<file path="src/rtl/hcmbd_pkg.sv">
// Shared types and constants for the colour handheld memory bus decoder.
// Used by the front end, the request queue, the back end and the top level.
package hcmbd_pkg;

    localparam int ADDR_W  = 16;
    localparam int DATA_W  = 8;
    localparam int OFF_W   = 13;
    localparam int Q_DEPTH = 2;
    localparam int Q_PTR_W = $clog2(Q_DEPTH);
    localparam int Q_CNT_W = $clog2(Q_DEPTH + 1);

    localparam int VRAM_DEPTH = 16384;
    localparam int WRAM_DEPTH = 32768;
    localparam int OAM_DEPTH  = 160;
    localparam int HRAM_DEPTH = 127;
    localparam int PAL_DEPTH  = 64;
    localparam int VRAM_AW    = $clog2(VRAM_DEPTH);
    localparam int WRAM_AW    = $clog2(WRAM_DEPTH);
    localparam int OAM_AW     = $clog2(OAM_DEPTH);
    localparam int HRAM_AW    = $clog2(HRAM_DEPTH);
    localparam int PAL_AW     = $clog2(PAL_DEPTH);

    localparam logic [ADDR_W-1:0] BOOT_LO_END  = 16'h0100;
    localparam logic [ADDR_W-1:0] BOOT_HI_BEG  = 16'h0200;
    localparam logic [ADDR_W-1:0] BOOT_HI_END  = 16'h0900;
    localparam logic [ADDR_W-1:0] VRAM_BEG     = 16'h8000;
    localparam logic [ADDR_W-1:0] CRAM_BEG     = 16'hA000;
    localparam logic [ADDR_W-1:0] WRAM0_BEG    = 16'hC000;
    localparam logic [ADDR_W-1:0] WRAMX_BEG    = 16'hD000;
    localparam logic [ADDR_W-1:0] ECHO_BEG     = 16'hE000;
    localparam logic [ADDR_W-1:0] OAM_BEG      = 16'hFE00;
    localparam logic [ADDR_W-1:0] UNUSABLE_BEG = 16'hFEA0;
    localparam logic [ADDR_W-1:0] IO_BEG       = 16'hFF00;
    localparam logic [ADDR_W-1:0] HRAM_BEG     = 16'hFF80;
    localparam logic [ADDR_W-1:0] IE_ADDR      = 16'hFFFF;

    localparam logic [7:0] REG_VBK  = 8'h4F;
    localparam logic [7:0] REG_BOOT = 8'h50;
    localparam logic [7:0] REG_BCPS = 8'h68;
    localparam logic [7:0] REG_BCPD = 8'h69;
    localparam logic [7:0] REG_OCPS = 8'h6A;
    localparam logic [7:0] REG_OCPD = 8'h6B;
    localparam logic [7:0] REG_SVBK = 8'h70;

    localparam logic [DATA_W-1:0] OPEN_BUS    = 8'hFF;
    localparam logic [DATA_W-1:0] VBK_FILL    = 8'hFE;
    localparam logic [DATA_W-1:0] VBK_RESET   = 8'hFE;
    localparam logic [DATA_W-1:0] PAL_IDX_MSK = 8'hBF;

    typedef enum logic [2:0] {
        RT_LOCAL = 3'd0,
        RT_BOOT  = 3'd1,
        RT_CROM  = 3'd2,
        RT_CRAM  = 3'd3,
        RT_IO    = 3'd4
    } route_t;

    typedef enum logic [4:0] {
        T_NONE, T_ROM, T_VRAM, T_CRAM, T_WRAM0, T_WRAMX, T_OAM, T_HRAM,
        T_IE, T_VBK, T_BOOT, T_BCPS, T_BCPD, T_OCPS, T_OCPD, T_SVBK, T_IO
    } target_t;

    typedef struct packed {
        logic              wr;
        target_t           target;
        logic [OFF_W-1:0]  offset;
        logic [DATA_W-1:0] data;
        logic              m3_block;
        logic              boot_window;
    } req_t;

    typedef struct packed {
        logic push;
        logic full;
    } q_ctl_t;

    function automatic logic [DATA_W-1:0] step_index(input logic [DATA_W-1:0] idx);
        logic [5:0] low;
        begin
            low = idx[5:0] + 6'd1;
            step_index = idx[7] ? {idx[7:6], low} : idx;
        end
    endfunction

endpackage

</file>
<file path="src/rtl/hcmbd_front.sv">
// Front end: accept bus requests, decode the address into a target class.
// Depends on hcmbd_pkg; feeds hcmbd_queue.
module hcmbd_front (
    input  logic                 aclk,
    input  logic                 aresetn,
    input  logic                 s_tvalid,
    output logic                 s_tready,
    input  logic                 s_tuser,   // [0] kind
    input  logic [31:0]          s_tdata,   // [15:0] address, [23:16] write_data,
                                            // [24] lcd_on, [26:25] video_mode
    input  logic                 q_full,
    output hcmbd_pkg::q_ctl_t    q_ctl,
    output hcmbd_pkg::req_t      q_req
);
    import hcmbd_pkg::*;

    logic              fr_valid_reg;
    req_t              fr_req_reg;
    req_t              req_next;
    logic [ADDR_W-1:0] a;
    logic              m3_block;
    logic              oam_block;
    logic              lcd_on;
    logic [1:0]        mode;
    logic              take;

    assign a         = s_tdata[15:0];
    assign lcd_on    = s_tdata[24];
    assign mode      = s_tdata[26:25];
    assign m3_block  = lcd_on && (mode == 2'd3);
    assign oam_block = lcd_on && (mode == 2'd2 || mode == 2'd3);

    always_comb begin
        req_next             = '0;
        req_next.wr          = s_tuser;
        req_next.offset      = a[OFF_W-1:0];
        req_next.data        = s_tdata[23:16];
        req_next.m3_block    = m3_block;
        req_next.boot_window = (a < BOOT_LO_END) || (a >= BOOT_HI_BEG && a < BOOT_HI_END);
        if (a < VRAM_BEG) begin
            req_next.target = T_ROM;
        end else if (a < CRAM_BEG) begin
            req_next.target = m3_block ? T_NONE : T_VRAM;
        end else if (a < WRAM0_BEG) begin
            req_next.target = T_CRAM;
        end else if (a < WRAMX_BEG) begin
            req_next.target = T_WRAM0;
        end else if (a < ECHO_BEG) begin
            req_next.target = T_WRAMX;
        end else if (a < OAM_BEG) begin
            req_next.target = T_NONE;
        end else if (a < UNUSABLE_BEG) begin
            req_next.target = oam_block ? T_NONE : T_OAM;
        end else if (a < IO_BEG) begin
            req_next.target = T_NONE;
        end else if (a < HRAM_BEG) begin
            unique case (a[7:0])
                REG_VBK:  req_next.target = T_VBK;
                REG_BOOT: req_next.target = T_BOOT;
                REG_BCPS: req_next.target = T_BCPS;
                REG_BCPD: req_next.target = T_BCPD;
                REG_OCPS: req_next.target = T_OCPS;
                REG_OCPD: req_next.target = T_OCPD;
                REG_SVBK: req_next.target = T_SVBK;
                default:  req_next.target = T_IO;
            endcase
        end else if (a < IE_ADDR) begin
            req_next.target = T_HRAM;
        end else begin
            req_next.target = T_IE;
        end
    end

    assign q_ctl.push = fr_valid_reg && !q_full;
    assign q_ctl.full = q_full;
    assign q_req      = fr_req_reg;
    assign s_tready   = !fr_valid_reg || !q_full;
    assign take       = s_tvalid && s_tready;

    always_ff @(posedge aclk) begin
        if (!aresetn) begin
            fr_valid_reg <= 1'b0;
        end else if (take) begin
            fr_valid_reg <= 1'b1;
        end else if (q_ctl.push) begin
            fr_valid_reg <= 1'b0;
        end
    end

    always_ff @(posedge aclk) begin
        if (take) begin
            fr_req_reg <= req_next;
        end
    end

endmodule

</file>
<file path="config.mk">
export PLATFORM = sky130hd
export DESIGN_NAME = hcmbd_front
export DESIGN_NICKNAME = d
export VERILOG_FILES = /design/src/rtl/hcmbd_pkg.sv /design/src/rtl/hcmbd_front.sv
export SDC_FILE = /design/constraint.sdc
export NUM_CORES = 1
export LEC_CHECK = 0
export BUFFER_PORTS_ARGS = -buffer_cell sky130_fd_sc_hd__buf_2
export CAP_MARGIN = 20
export CORE_UTILIZATION = 43
export CTS_CLUSTER_DIAMETER = 80
export DETAILED_ROUTE_END_ITERATION = 8
export HOLD_SLACK_MARGIN = 0.03
export PLACE_DENSITY = 0.79
export RECOVER_POWER = 25
export SLEW_MARGIN = 15
export SYNTH_ARGS = -nofsm -noshare
export SYNTH_HDL_FRONTEND = slang
export SYNTH_SLANG_ARGS = --single-unit
</file>
<file path="constraint.sdc">
create_clock -name aclk -period 2.3 [get_ports aclk]
set_input_delay 0.575 -clock aclk [delete_from_list [all_inputs] [get_ports aclk]]
set_output_delay 0.575 -clock aclk [all_outputs]
set_load 0.01 [all_outputs]
</file>
==> impl_metrics.py <==
metrics = {
    "worst_setup_path": {
        "r2r_end": "q_req[10]",
        "r2r-start": "fr_valid_reg",
        "crit_path_max_fanout": 5,
        "ff2ff_path_depth": 3,
        "cp.required_ns": 2.38,
        "critPathKind": "in -> reg",
        "rrSetupSlack_ns": 1.12,
        "worst_setup_path_end_kind": "flop",
        "crit_arrival_ns": 1.70,
        "start_kind": "primary input",
        "crit_start": "s_tdata[3]",
    },
    "floorplanning": {
        "die_x_um": 55.78,
        "die-height_um": 55.78,
        "rows": 19,
        "core_area_um2": 2758,
        "die_area_um2": 3111,
        "ios": 69,
        "initial_core_util_pct": 45.10,
    },
    "clock_tree": {
        "cts_buffers": 5,
        "cts_tree": "done",
        "clkSinkCount": 30,
        "post-cts-setup-buffers": 0,
        "cts_root_buf": "clkbuf_4",
        "holdBufCountCts": 0,
        "cts.htree.levels": 2,
        "ctsResizeCount": 0,
        "clock_latency_ns": 0.33,
        "clk_pin_slew_ns": 0.09,
        "clock_path_buffers": 2,
    },
    "global_routing": {
        "antenna_found_initial": 0,
        "grt_pass1_wl_um": 3974,
        "grt_max_degree": 30,
        "grt_overflow_total": 0,
        "grt_pass1_vias": 927,
        "grt_use_total_pct": 17.32,
    },
    "logic_synthesis": {
        "yosysTopAreaCell": "edfxtp_1",
        "synth-edff-count": 29,
        "synth_nets": 127,
        "yosysUniqueCellTypes": 26,
        "ys_seq_area_share_pct": 71.63,
        "ys_ff_latch": 30,
        "synth_top_area_share_pct": 70.02,
        "synth_area_leaders": "edfxtp_1, nand2_1, nor2b_1",
        "synth_warnings": 0,
        "synth.avg_cell_area_um2": 13.82,
        "synth_ff_type": "edfxtp_1",
        "syn_inst": 90,
        "async_flop_share_pct": 0,
        "synthTopCellsByCount": "edfxtp_1, nand2_1, nor2_1",
        "netlist_area_um2": 1244,
        "synth_most_common_cell": "edfxtp_1",
    },
    "timing": {
        "max-slew-margin-rel_pct": 75.69,
        "worstMarginPinSlew_ns": 0.3647,
        "max_freq_mhz": 615.3,
        "hold_violations": 0,
        "timing.final.crit_share_pct": 70.66,
        "finalMaxSlewViolations": 0,
        "setup_viol_count_final": 0,
        "timing.setup.tns_ns": 0,
        "rsz0062_at_grt": "no",
        "post-route-min-period_ns": 1.625,
        "skew_ns": 0.01090,
    },
    "cells_and_area": {
        "nNetsFinal": 197,
        "multiInputGateArea_um2": 337.8,
        "largest_reg_flops": 29,
        "n_fill_cell": 254,
        "antenna_cells": 0,
        "area_growth_pct": 31.19,
        "final_core_util_pct": 59.17,
        "final_layout_size_suffix_gt1_share_pct": 37.89,
        "layout.area.seq_um2": 890.9,
    },
    "hold_path": {
        "hold_class": "in -> reg",
        "hold_end": "q_req[2]",
        "hold_start": "s_tdata[16]",
        "whs_path_depth": 1,
    },
    "pwr": {
        "p_leak_nw": 0.6661,
        "vdd_drop_max_mv": 0.4819,
        "power.density_nw_per_um2": 647.9,
    },
    "routing": {
        "ant_nets": 0,
        "routed_wl_um": 2562,
        "vias": 998,
        "drcViolationCount": 0,
        "drt-pass1-iter-count": 4,
        "vias_per_cell": 5.198,
        "wl_per_cell_um": 13.34,
        "drtIter0Drc": 16,
    },
    "place": {
        "dp_hpwl_um": 1847,
        "gp_congestion": 0.7876,
        "port_buffers": 63,
    },
    "run": {
        "maxCapViolations": 0,
    },
    "run_status": {
        "status": "complete, no violations",
    },
}
-- power breakdown --
part | internal, W | switching [W]
registers | 0.000636 | 0.00000673
logic | 0.0000513 | 0.0000770
clock network | 0.000114 | 0.000172
total | 0.000801 | 0.000256
-- per-layer routing --
metal / track usage, % / wire length [µm] / vias to the layer above
met4: 9.643 / 55 / 0
met3: 8.372 / 221 / 6
met1: 18.31 / 1028 / 458
met2: 28.23 / 1256 / 45
li1: - / - / 489
met5: 0 / 0 / -
-- cell type report --
cell class	count	share of cell area, %
Inverter	2	0.4601
Multi-Input combinational cell	57	20.71
Timing Repair Buffer	64	18.79
Tap cell	31	2.377
Clock buffer	6	2.531
Sequential cell	30	54.60
Clock inverter	2	0.5368
-- per-stage QoR --
step	area (µm²)	std cells	hold slack (ns)	worst slack, ns	power [W]
after floorplan	1244	90	0.4865	0.4692	0.0007093
after global placement	1598	184	0.5028	0.3505	0.0007819
after detailed placement	1598	184	0.5072	0.3442	0.0007872
after CTS	1648	192	0.4036	0.7086	0.001070
after global routing	1632	192	0.3828	0.5697	0.001111
final	1632	192	0.4141	0.6749	0.001057
-- layout by cell type, fill, tap and decap left out, types with 4 or more instances in the layout --
cell / synthesis / layout
edfxtp_1: 29 / 29
nor2_1: 7 / 7
clkbuf_4: 0 / 5
clkbuf_1: 0 / 14
buf_2: 0 / 50
o21ai_0: 4 / 4
nand3_1: 4 / 4
nor2b_1: 6 / 6
nand2_1: 10 / 10
-- worst max-delay path, cell delays in order --
cell and delay, ns:
clkbuf_1 0.12, nor2b_1 0.19, and4bb_2 0.25, o21a_1 0.18
o31ai_1 0.24, o2111ai_1 0.14
-- worst max-delay path by stage --
stage | to | slack [ns] | cells past startpoint
final | q_req[23] | 0.67 | 6
after global routing | q_req[24] | 0.57 | 6
after CTS | q_req[23] | 0.71 | 6
after detailed placement | q_req[23] | 0.34 | 6
after global placement | q_req[23] | 0.35 | 6
after floorplan | q_req[0] | 0.47 | 2
-- cells by family after synthesis --
| kind of cell | after synthesis | share of synthesized area [%] |
|---|---|---|
| muxes | 1 | 0.8049 |
| buffers and inverters | 3 | 1.208 |
| and+or+nand+nor | 39 | 17.41 |
| AOI/OAI and AO/OA | 17 | 8.954 |
| DFF | 30 | 71.63 |
(Power assumes the default switching activity.)
