$ cat src/rtl/hcmbd_pkg.sv
// Shared types and constants for the colour handheld memory bus decoder.
// Used by the front end, the request queue, the back end and the top level.
package hcmbd_pkg;

    localparam int ADDR_W  = 16;
    localparam int DATA_W  = 8;
    localparam int OFF_W   = 13;
    localparam int Q_DEPTH = 2;
    localparam int Q_PTR_W = $clog2(Q_DEPTH);
    localparam int Q_CNT_W = $clog2(Q_DEPTH + 1);

    localparam int VRAM_DEPTH = 16384;
    localparam int WRAM_DEPTH = 32768;
    localparam int OAM_DEPTH  = 160;
    localparam int HRAM_DEPTH = 127;
    localparam int PAL_DEPTH  = 64;
    localparam int VRAM_AW    = $clog2(VRAM_DEPTH);
    localparam int WRAM_AW    = $clog2(WRAM_DEPTH);
    localparam int OAM_AW     = $clog2(OAM_DEPTH);
    localparam int HRAM_AW    = $clog2(HRAM_DEPTH);
    localparam int PAL_AW     = $clog2(PAL_DEPTH);

    localparam logic [ADDR_W-1:0] BOOT_LO_END  = 16'h0100;
    localparam logic [ADDR_W-1:0] BOOT_HI_BEG  = 16'h0200;
    localparam logic [ADDR_W-1:0] BOOT_HI_END  = 16'h0900;
    localparam logic [ADDR_W-1:0] VRAM_BEG     = 16'h8000;
    localparam logic [ADDR_W-1:0] CRAM_BEG     = 16'hA000;
    localparam logic [ADDR_W-1:0] WRAM0_BEG    = 16'hC000;
    localparam logic [ADDR_W-1:0] WRAMX_BEG    = 16'hD000;
    localparam logic [ADDR_W-1:0] ECHO_BEG     = 16'hE000;
    localparam logic [ADDR_W-1:0] OAM_BEG      = 16'hFE00;
    localparam logic [ADDR_W-1:0] UNUSABLE_BEG = 16'hFEA0;
    localparam logic [ADDR_W-1:0] IO_BEG       = 16'hFF00;
    localparam logic [ADDR_W-1:0] HRAM_BEG     = 16'hFF80;
    localparam logic [ADDR_W-1:0] IE_ADDR      = 16'hFFFF;

    localparam logic [7:0] REG_VBK  = 8'h4F;
    localparam logic [7:0] REG_BOOT = 8'h50;
    localparam logic [7:0] REG_BCPS = 8'h68;
    localparam logic [7:0] REG_BCPD = 8'h69;
    localparam logic [7:0] REG_OCPS = 8'h6A;
    localparam logic [7:0] REG_OCPD = 8'h6B;
    localparam logic [7:0] REG_SVBK = 8'h70;

    localparam logic [DATA_W-1:0] OPEN_BUS    = 8'hFF;
    localparam logic [DATA_W-1:0] VBK_FILL    = 8'hFE;
    localparam logic [DATA_W-1:0] VBK_RESET   = 8'hFE;
    localparam logic [DATA_W-1:0] PAL_IDX_MSK = 8'hBF;

    typedef enum logic [2:0] {
        RT_LOCAL = 3'd0,
        RT_BOOT  = 3'd1,
        RT_CROM  = 3'd2,
        RT_CRAM  = 3'd3,
        RT_IO    = 3'd4
    } route_t;

    typedef enum logic [4:0] {
        T_NONE, T_ROM, T_VRAM, T_CRAM, T_WRAM0, T_WRAMX, T_OAM, T_HRAM,
        T_IE, T_VBK, T_BOOT, T_BCPS, T_BCPD, T_OCPS, T_OCPD, T_SVBK, T_IO
    } target_t;

    typedef struct packed {
        logic              wr;
        target_t           target;
        logic [OFF_W-1:0]  offset;
        logic [DATA_W-1:0] data;
        logic              m3_block;
        logic              boot_window;
    } req_t;

    typedef struct packed {
        logic push;
        logic full;
    } q_ctl_t;

    function automatic logic [DATA_W-1:0] step_index(input logic [DATA_W-1:0] idx);
        logic [5:0] low;
        begin
            low = idx[5:0] + 6'd1;
            step_index = idx[7] ? {idx[7:6], low} : idx;
        end
    endfunction

endpackage

$ cat src/rtl/hcmbd_queue.sv
// Two-entry request queue between the front end and the back end.
// Depends on hcmbd_pkg.
module hcmbd_queue (
    input  logic                 aclk,
    input  logic                 aresetn,
    input  hcmbd_pkg::q_ctl_t    in_ctl,
    input  hcmbd_pkg::req_t      in_req,
    output logic                 full,
    output logic                 out_valid,
    input  logic                 pop,
    output hcmbd_pkg::req_t      out_req
);
    import hcmbd_pkg::*;

    req_t               slot_reg [Q_DEPTH];
    logic [Q_PTR_W-1:0] wr_ptr_reg;
    logic [Q_PTR_W-1:0] rd_ptr_reg;
    logic [Q_CNT_W-1:0] count_reg;
    logic               do_push;
    logic               do_pop;

    assign full      = (count_reg == Q_CNT_W'(Q_DEPTH));
    assign out_valid = (count_reg != '0);
    assign out_req   = slot_reg[rd_ptr_reg];
    assign do_push   = in_ctl.push && !full;
    assign do_pop    = pop && out_valid;

    always_ff @(posedge aclk) begin
        if (!aresetn) begin
            wr_ptr_reg <= '0;
            rd_ptr_reg <= '0;
            count_reg  <= '0;
        end else begin
            if (do_push) begin
                wr_ptr_reg <= (wr_ptr_reg == Q_PTR_W'(Q_DEPTH - 1)) ? '0 : wr_ptr_reg + 1'b1;
            end
            if (do_pop) begin
                rd_ptr_reg <= (rd_ptr_reg == Q_PTR_W'(Q_DEPTH - 1)) ? '0 : rd_ptr_reg + 1'b1;
            end
            if (do_push && !do_pop) begin
                count_reg <= count_reg + 1'b1;
            end else if (do_pop && !do_push) begin
                count_reg <= count_reg - 1'b1;
            end
        end
    end

    always_ff @(posedge aclk) begin
        if (do_push) begin
            slot_reg[wr_ptr_reg] <= in_req;
        end
    end

endmodule

$ cat config.mk
export PLATFORM = sky130hd
export DESIGN_NAME = hcmbd_queue
export DESIGN_NICKNAME = d
export VERILOG_FILES = /design/src/rtl/hcmbd_pkg.sv /design/src/rtl/hcmbd_queue.sv
export SDC_FILE = /design/constraint.sdc
export NUM_CORES = 1
export LEC_CHECK = 0
export BUFFER_PORTS_ARGS = -buffer_cell sky130_fd_sc_hd__buf_2
export CORE_MARGIN = 2
export CORE_UTILIZATION = 45
export DETAILED_ROUTE_END_ITERATION = 10
export PLACE_DENSITY = 0.72
export REMOVE_ABC_BUFFERS = 1
export SETUP_SLACK_MARGIN = 0.4
export SKIP_LAST_GASP = 1
export SLEW_MARGIN = 10
export SYNTH_ARGS = -nofsm -noshare
export SYNTH_HDL_FRONTEND = slang
export SYNTH_SLANG_ARGS = --single-unit
export TNS_END_PERCENT = 10
$ cat constraint.sdc
create_clock -name aclk -period 3.57 [get_ports aclk]
set_clock_uncertainty 0.05 [all_clocks]
set_input_delay 0.1785 -clock aclk [delete_from_list [all_inputs] [get_ports aclk]]
set_output_delay 0.1785 -clock aclk [all_outputs]
set_load 0.03 [all_outputs]
==> impl_metrics.tcl, run 1 <==
set metrics [dict create \
    status "completed" \
    min_path_cells 2 \
    ir_drop_uv 458.1 \
    grt_setup_unrepaired "false" \
    io_pins 65 \
    ys_seq_area_frac 0.7922 \
    grt_pass1_vias 1421 \
    instances_no_fill 292 \
    fin_area_um2 3228 \
    ctsHoldBuffers 29 \
    root_buffer "clkbuf_8" \
    nets 253 \
    path_cells "buf_4, mux2_2, buf_2" \
    cts_made_buffers 9 \
    drt_iter0_markers 48 \
    min_period_ps 2149 \
    syn_area_per_cell_um2 20.22 \
    utilization 0.6402 \
    die_h_um 75.88 \
    grt_usage 0.1533 \
    p_leak_uw 0.001244 \
    vias_per_cell 4.644 \
    grt.overflow.total 0 \
    use_met3 0.03704 \
    dpl.cell_count 248 \
    critPathKind "register to primary output" \
    arrival_ps 1920 \
    yosysMostFrequentCell "edfxtp_1" \
    hold_viol_final 0 \
    yosysWarnings 0 \
    end_kind "primary output" \
    drive_above_1_share 0.5000 \
    dp.final_hpwl_mm 2.694 \
    critPathRequiredTime_ps 3340 \
    ant_nets 0 \
    synth-main-ff-cell "edfxtp_1" \
    min_period_over_period 0.6020 \
    slowest_stage "dfxtp_1" \
    clkLatencyLatePin_ps 320 \
    grt_pass1_wl_mm 6.147 \
    clockBufferDepth 2 \
    relSlewSlack 0.5508 \
    dpl_cell_area_um2 2736 \
    avgRoutedWirePerCell_um 14.53 \
    fin_tns_setup_ps 0 \
    synth_area_leaders "edfxtp_1, mux2_2, dfxtp_1" \
    die_width_um 75.88 \
    synth_largest_area_cell "edfxtp_1" \
    crit_fanout 16 \
    gp_congestion 0.6785 \
    die-area_um2 5757 \
    reg2reg_depth 3 \
    synth_top_area_frac 0.7492 \
    port_buffers 63 \
    use_met2 0.2739 \
    synth_seq_cells 63 \
    power_density_nw_per_um2 724.8 \
    drc 0 \
    synth_enable_flop_cells 58 \
    start_util 0.4610 \
    dr_total_vias 1356 \
    whs_ps 82.28 \
    clkTransAtPathRegs_ps 60 \
    drv_slew 0 \
    cp-start-kind "register" \
    synth_common_cells "edfxtp_1, mux2_2, dfxtp_1, and2_1" \
    numClockSinks 63 \
    post-cts-setup-buffers 0 \
    drtPass1Iterations 4 \
    htreeDepth 3 \
    core_area_um2 5042 \
    grt_max_degree 18 \
    top_usage_layer "met2" \
    cts-resized-gates 0 \
    largest_reg_flops 58 \
    cap_violations 0 \
    cp_slowest_stage_delay_ps 690 \
    rows 26 \
    synthCells 115 \
    antennaDiodeCount 0 \
    netlist_area_um2 2325 \
    wl_mm 4.243 \
    use_met1 0.1586 \
    fmax_mhz 465.3 \
    cts_tree "done" \
    syn_to_final_growth_pct 38.86 \
    final-setup-viol-count 0 \
    tightest_slew_ps 671.7 \
    antenna_found_initial 0 \
    async_reset_ff_frac 0 \
    holdCritPathClass "input pin to register" \
    ys_types 22 \
]
## layer usage
metal	vias up	routed length (um)
li1	649	-
met1	655	1725
met2	47	2259
met3	5	225
met4	0	34
met5	-	0
## layout make-up
cell class | count | area [um^2]
Sequential cell | 63 | 1842
Multi-Input combinational cell | 47 | 461.7
Fill cell | 375 | 1814
Clock inverter | 5 | 73.82
Inverter | 2 | 7.507
Tap cell | 70 | 87.58
Clock buffer | 10 | 127.6
Timing Repair Buffer | 95 | 628.1
## kinds of logic after synthesis
group	synth area share
DFF	0.7923
muxes	0.1405
and+or+nand+nor	0.02476
AOI/OAI and AO/OA	0.01399
buffers and inverters	0.01183
xor gates and xnor gates	0.01130
adders and majority gates	0.005381
## cell usage in the layout (no fill, tap or decap), drive strengths merged
| cell | count |
|---|---|
| nand2b | 1 |
| xor2 | 1 |
| edfxtp | 58 |
| inv | 2 |
| nor3 | 1 |
| dfxtp | 5 |
| bufinv | 2 |
| and2 | 3 |
| ha | 1 |
| o21ai | 2 |
| and3 | 1 |
| o21a | 1 |
| clkinv | 3 |
| mux2 | 29 |
| dlygate4sd3 | 29 |
| buf | 66 |
| nor2 | 1 |
| xnor2 | 2 |
| a21boi | 2 |
| or2 | 1 |
| clkbuf | 10 |
| or3 | 1 |
## path summary, 6_finish.rpt
check                           slack [ps]                       from                        end
worst min-delay path                    80                    aresetn                   register
worst min register to register         510  count_reg[1]$_SDFFE_PN0P_  count_reg[1]$_SDFFE_PN0P_
worst max-delay path                  1420                   register                 out_req[7]
worst max register to register        1600  count_reg[0]$_SDFFE_PN0P_  slot_reg[1][21]$_DFFE_PP_
## power breakdown
group | internal [uW] | leakage (uW) | switching, uW
clock network | 384 | 0.000104 | 246
logic | 280 | 0.000557 | 443
registers | 931 | 0.000583 | 55.0
total | 1600 | 0.00124 | 744
## worst max-delay path, delay by kind of cell (launching register included)
family | cells | cell delay (ps)
DFF | 1 | 690
buffers and inverters | 2 | 530
muxes | 1 | 370
## through the flow
stage,setup WS [ps],total power (uW)
3_3_place_gp,1676,1680
4_1_cts,1369,2367
2_1_floorplan,1284,1501
5_1_grt,1278,2450
6_report,1421,2340
3_5_place_dp,1577,1708
Power figures use the tool's default switching activity.
==> run 2: changes to the inputs <==
==> constraint.sdc (replaced) <==
create_clock -name aclk -period 2 [get_ports aclk]
set_clock_uncertainty 0.05 [all_clocks]
set_input_delay 0.1 -clock aclk [delete_from_list [all_inputs] [get_ports aclk]]
set_output_delay 0.1 -clock aclk [all_outputs]
set_load 0.03 [all_outputs]
==> run 2 against run 1 <==
  * Sequential share of layout area is 1.5 points lower
  * Non-clock buffer count is 8 higher
  * Largest cell class unchanged
  * First-iteration DRC count is 21% higher
  * Utilization is 2.0 points higher
  * Worst setup slack worse by 990 ps
==> impl_metrics.tcl, run 2 (same netlist as run 1, synthesis figures left out) <==
set metrics [dict create \
    clkTransAtPathRegs_ps 60 \
    wl_mm 4.614 \
    grt_pass1_wl_mm 6.624 \
    antenna_found_initial 0 \
    use_met2 0.3027 \
    ant_nets 0 \
    port_buffers 63 \
    status "completed" \
    largest_reg_flops 58 \
    grt_max_degree 30 \
    clockBufferDepth 2 \
    grt.overflow.total 0 \
    cap_violations 0 \
    avgRoutedWirePerCell_um 15.43 \
    drv_slew 0 \
    fmax_mhz 639.1 \
    critPathKind "register to primary output" \
    core_area_um2 5042 \
    layout_commonest_cell "edfxtp_1" \
    htreeDepth 3 \
    tightest_slew_ps 398.2 \
    min_period_over_period 0.7823 \
    relSlewSlack 0.7346 \
    instances_no_fill 299 \
    nets 261 \
    critPathRequiredTime_ps 1850 \
    drc 0 \
    end_kind "primary output" \
    use_met1 0.1746 \
    vias_per_cell 4.759 \
    antennaDiodeCount 0 \
    grt_setup_unrepaired "false" \
    r2r_setup_slack_ps 450 \
    rows 26 \
    utilization 0.6603 \
    grt_usage 0.1691 \
    fillers 370 \
    holdCritPathClass "input pin to register" \
    die_width_um 75.88 \
    dpl.cell_count 249 \
    final_cell_mix "edfxtp_1, buf_2, dlygate4sd3_1, mux2_2, buf_4" \
    power_density_nw_per_um2 1253 \
    die_h_um 75.88 \
    top_usage_layer "met2" \
    numClockSinks 63 \
    cp-start-kind "register" \
    cts_made_buffers 9 \
    arrival_ps 1410 \
    final-setup-viol-count 0 \
    drtPass1Iterations 4 \
    p_leak_uw 0.001279 \
    dr_total_vias 1423 \
    clkLatencyLatePin_ps 320 \
    drive_above_1_share 0.5284 \
    hold_viol_final 0 \
    use_met3 0.04762 \
    drt_iter0_markers 58 \
    die-area_um2 5757 \
    syn_to_final_growth_pct 43.22 \
    min_period_ps 1565 \
    io_pins 65 \
    root_buffer "clkbuf_8" \
    crit_fanout 11 \
    start_util 0.4610 \
    grt_pass1_vias 1452 \
    layout.area.seq_um2 1851 \
    gp_congestion 0.6835 \
    multi_input_area_um2 489.2 \
    ir_drop_uv 776.6 \
    cts_tree "done" \
]
## run 2: cell count changes in the layout (fill, tap and decap cells not counted), sizes merged
cell	previous run	this run
buf	66	73
dlygate4sd3	29	30
bufinv	2	0
clkbuf	10	11
## run 2: power by group
group | internal [uW] | total (uW) | switching (uW)
registers | 1670 | 1760 | 88.0
clock network | 425 | 841 | 416
logic | 685 | 1570 | 884
## run 2: worst paths after layout
check,cells past startpoint,end,start
worst max-delay path,3,out_req[18],register
worst min-delay path,3,wr_ptr_reg$_SDFFE_PN0N_,in_ctl[1]
worst max register to register,4,count_reg[1]$_SDFFE_PN0P_,count_reg[1]$_SDFFE_PN0P_
worst min register to register,2,count_reg[1]$_SDFFE_PN0P_,count_reg[1]$_SDFFE_PN0P_
## run 2: final cells by class
| class | count | area share |
|---|---|---|
| clock buffers | 11 | 0.03946 |
| repair buffers | 103 | 0.2247 |
| inverters | 2 | 0.003006 |
| clock inverters | 3 | 0.003758 |
| flip-flops and latches | 63 | 0.5558 |
| well taps | 70 | 0.02631 |
| multi-input cells | 47 | 0.1469 |
## run 2: worst max-delay path: stages (launching register included)
cell	delay [ps]
dfxtp_4	400
buf_12	150
mux2_2	350
buf_2	180
## run 2: per-stage QoR
| step | total power [uW] | setup TNS (ps) | setup WS (ps) | hold slack, ps | area (um^2) |
|---|---|---|---|---|---|
| CTS | 4089 | 0 | 366.5 | 127.4 | 3273 |
| global placement | 3024 | 0 | 463.4 | 237.4 | 2756 |
| floorplan | 2680 | -8471 | -285.8 | 148.9 | 2305 |
| global route | 4366 | 0 | 393.8 | 148.2 | 3329 |
| detailed placement | 3081 | 0 | 311.6 | 242.1 | 2756 |
| finish | 4172 | 0 | 435.3 | 133.8 | 3329 |
## run 2: layer usage
metal | up-vias | wire length [um]
met2 | 52 | 2545
met3 | 10 | 245
met5 | - | 0
met1 | 696 | 1735
li1 | 665 | -
met4 | 0 | 88
## run 2: what timing repair did
item / CTS / global route
setup endpoints to repair: 30 / 1
gates cloned: 1 / 0
hold endpoints to repair: 62 / 0
hold buffers: 30 / 0
pin swaps: 0 / 3
resized for setup: 14 / 7
setup buffers: 2 / 3
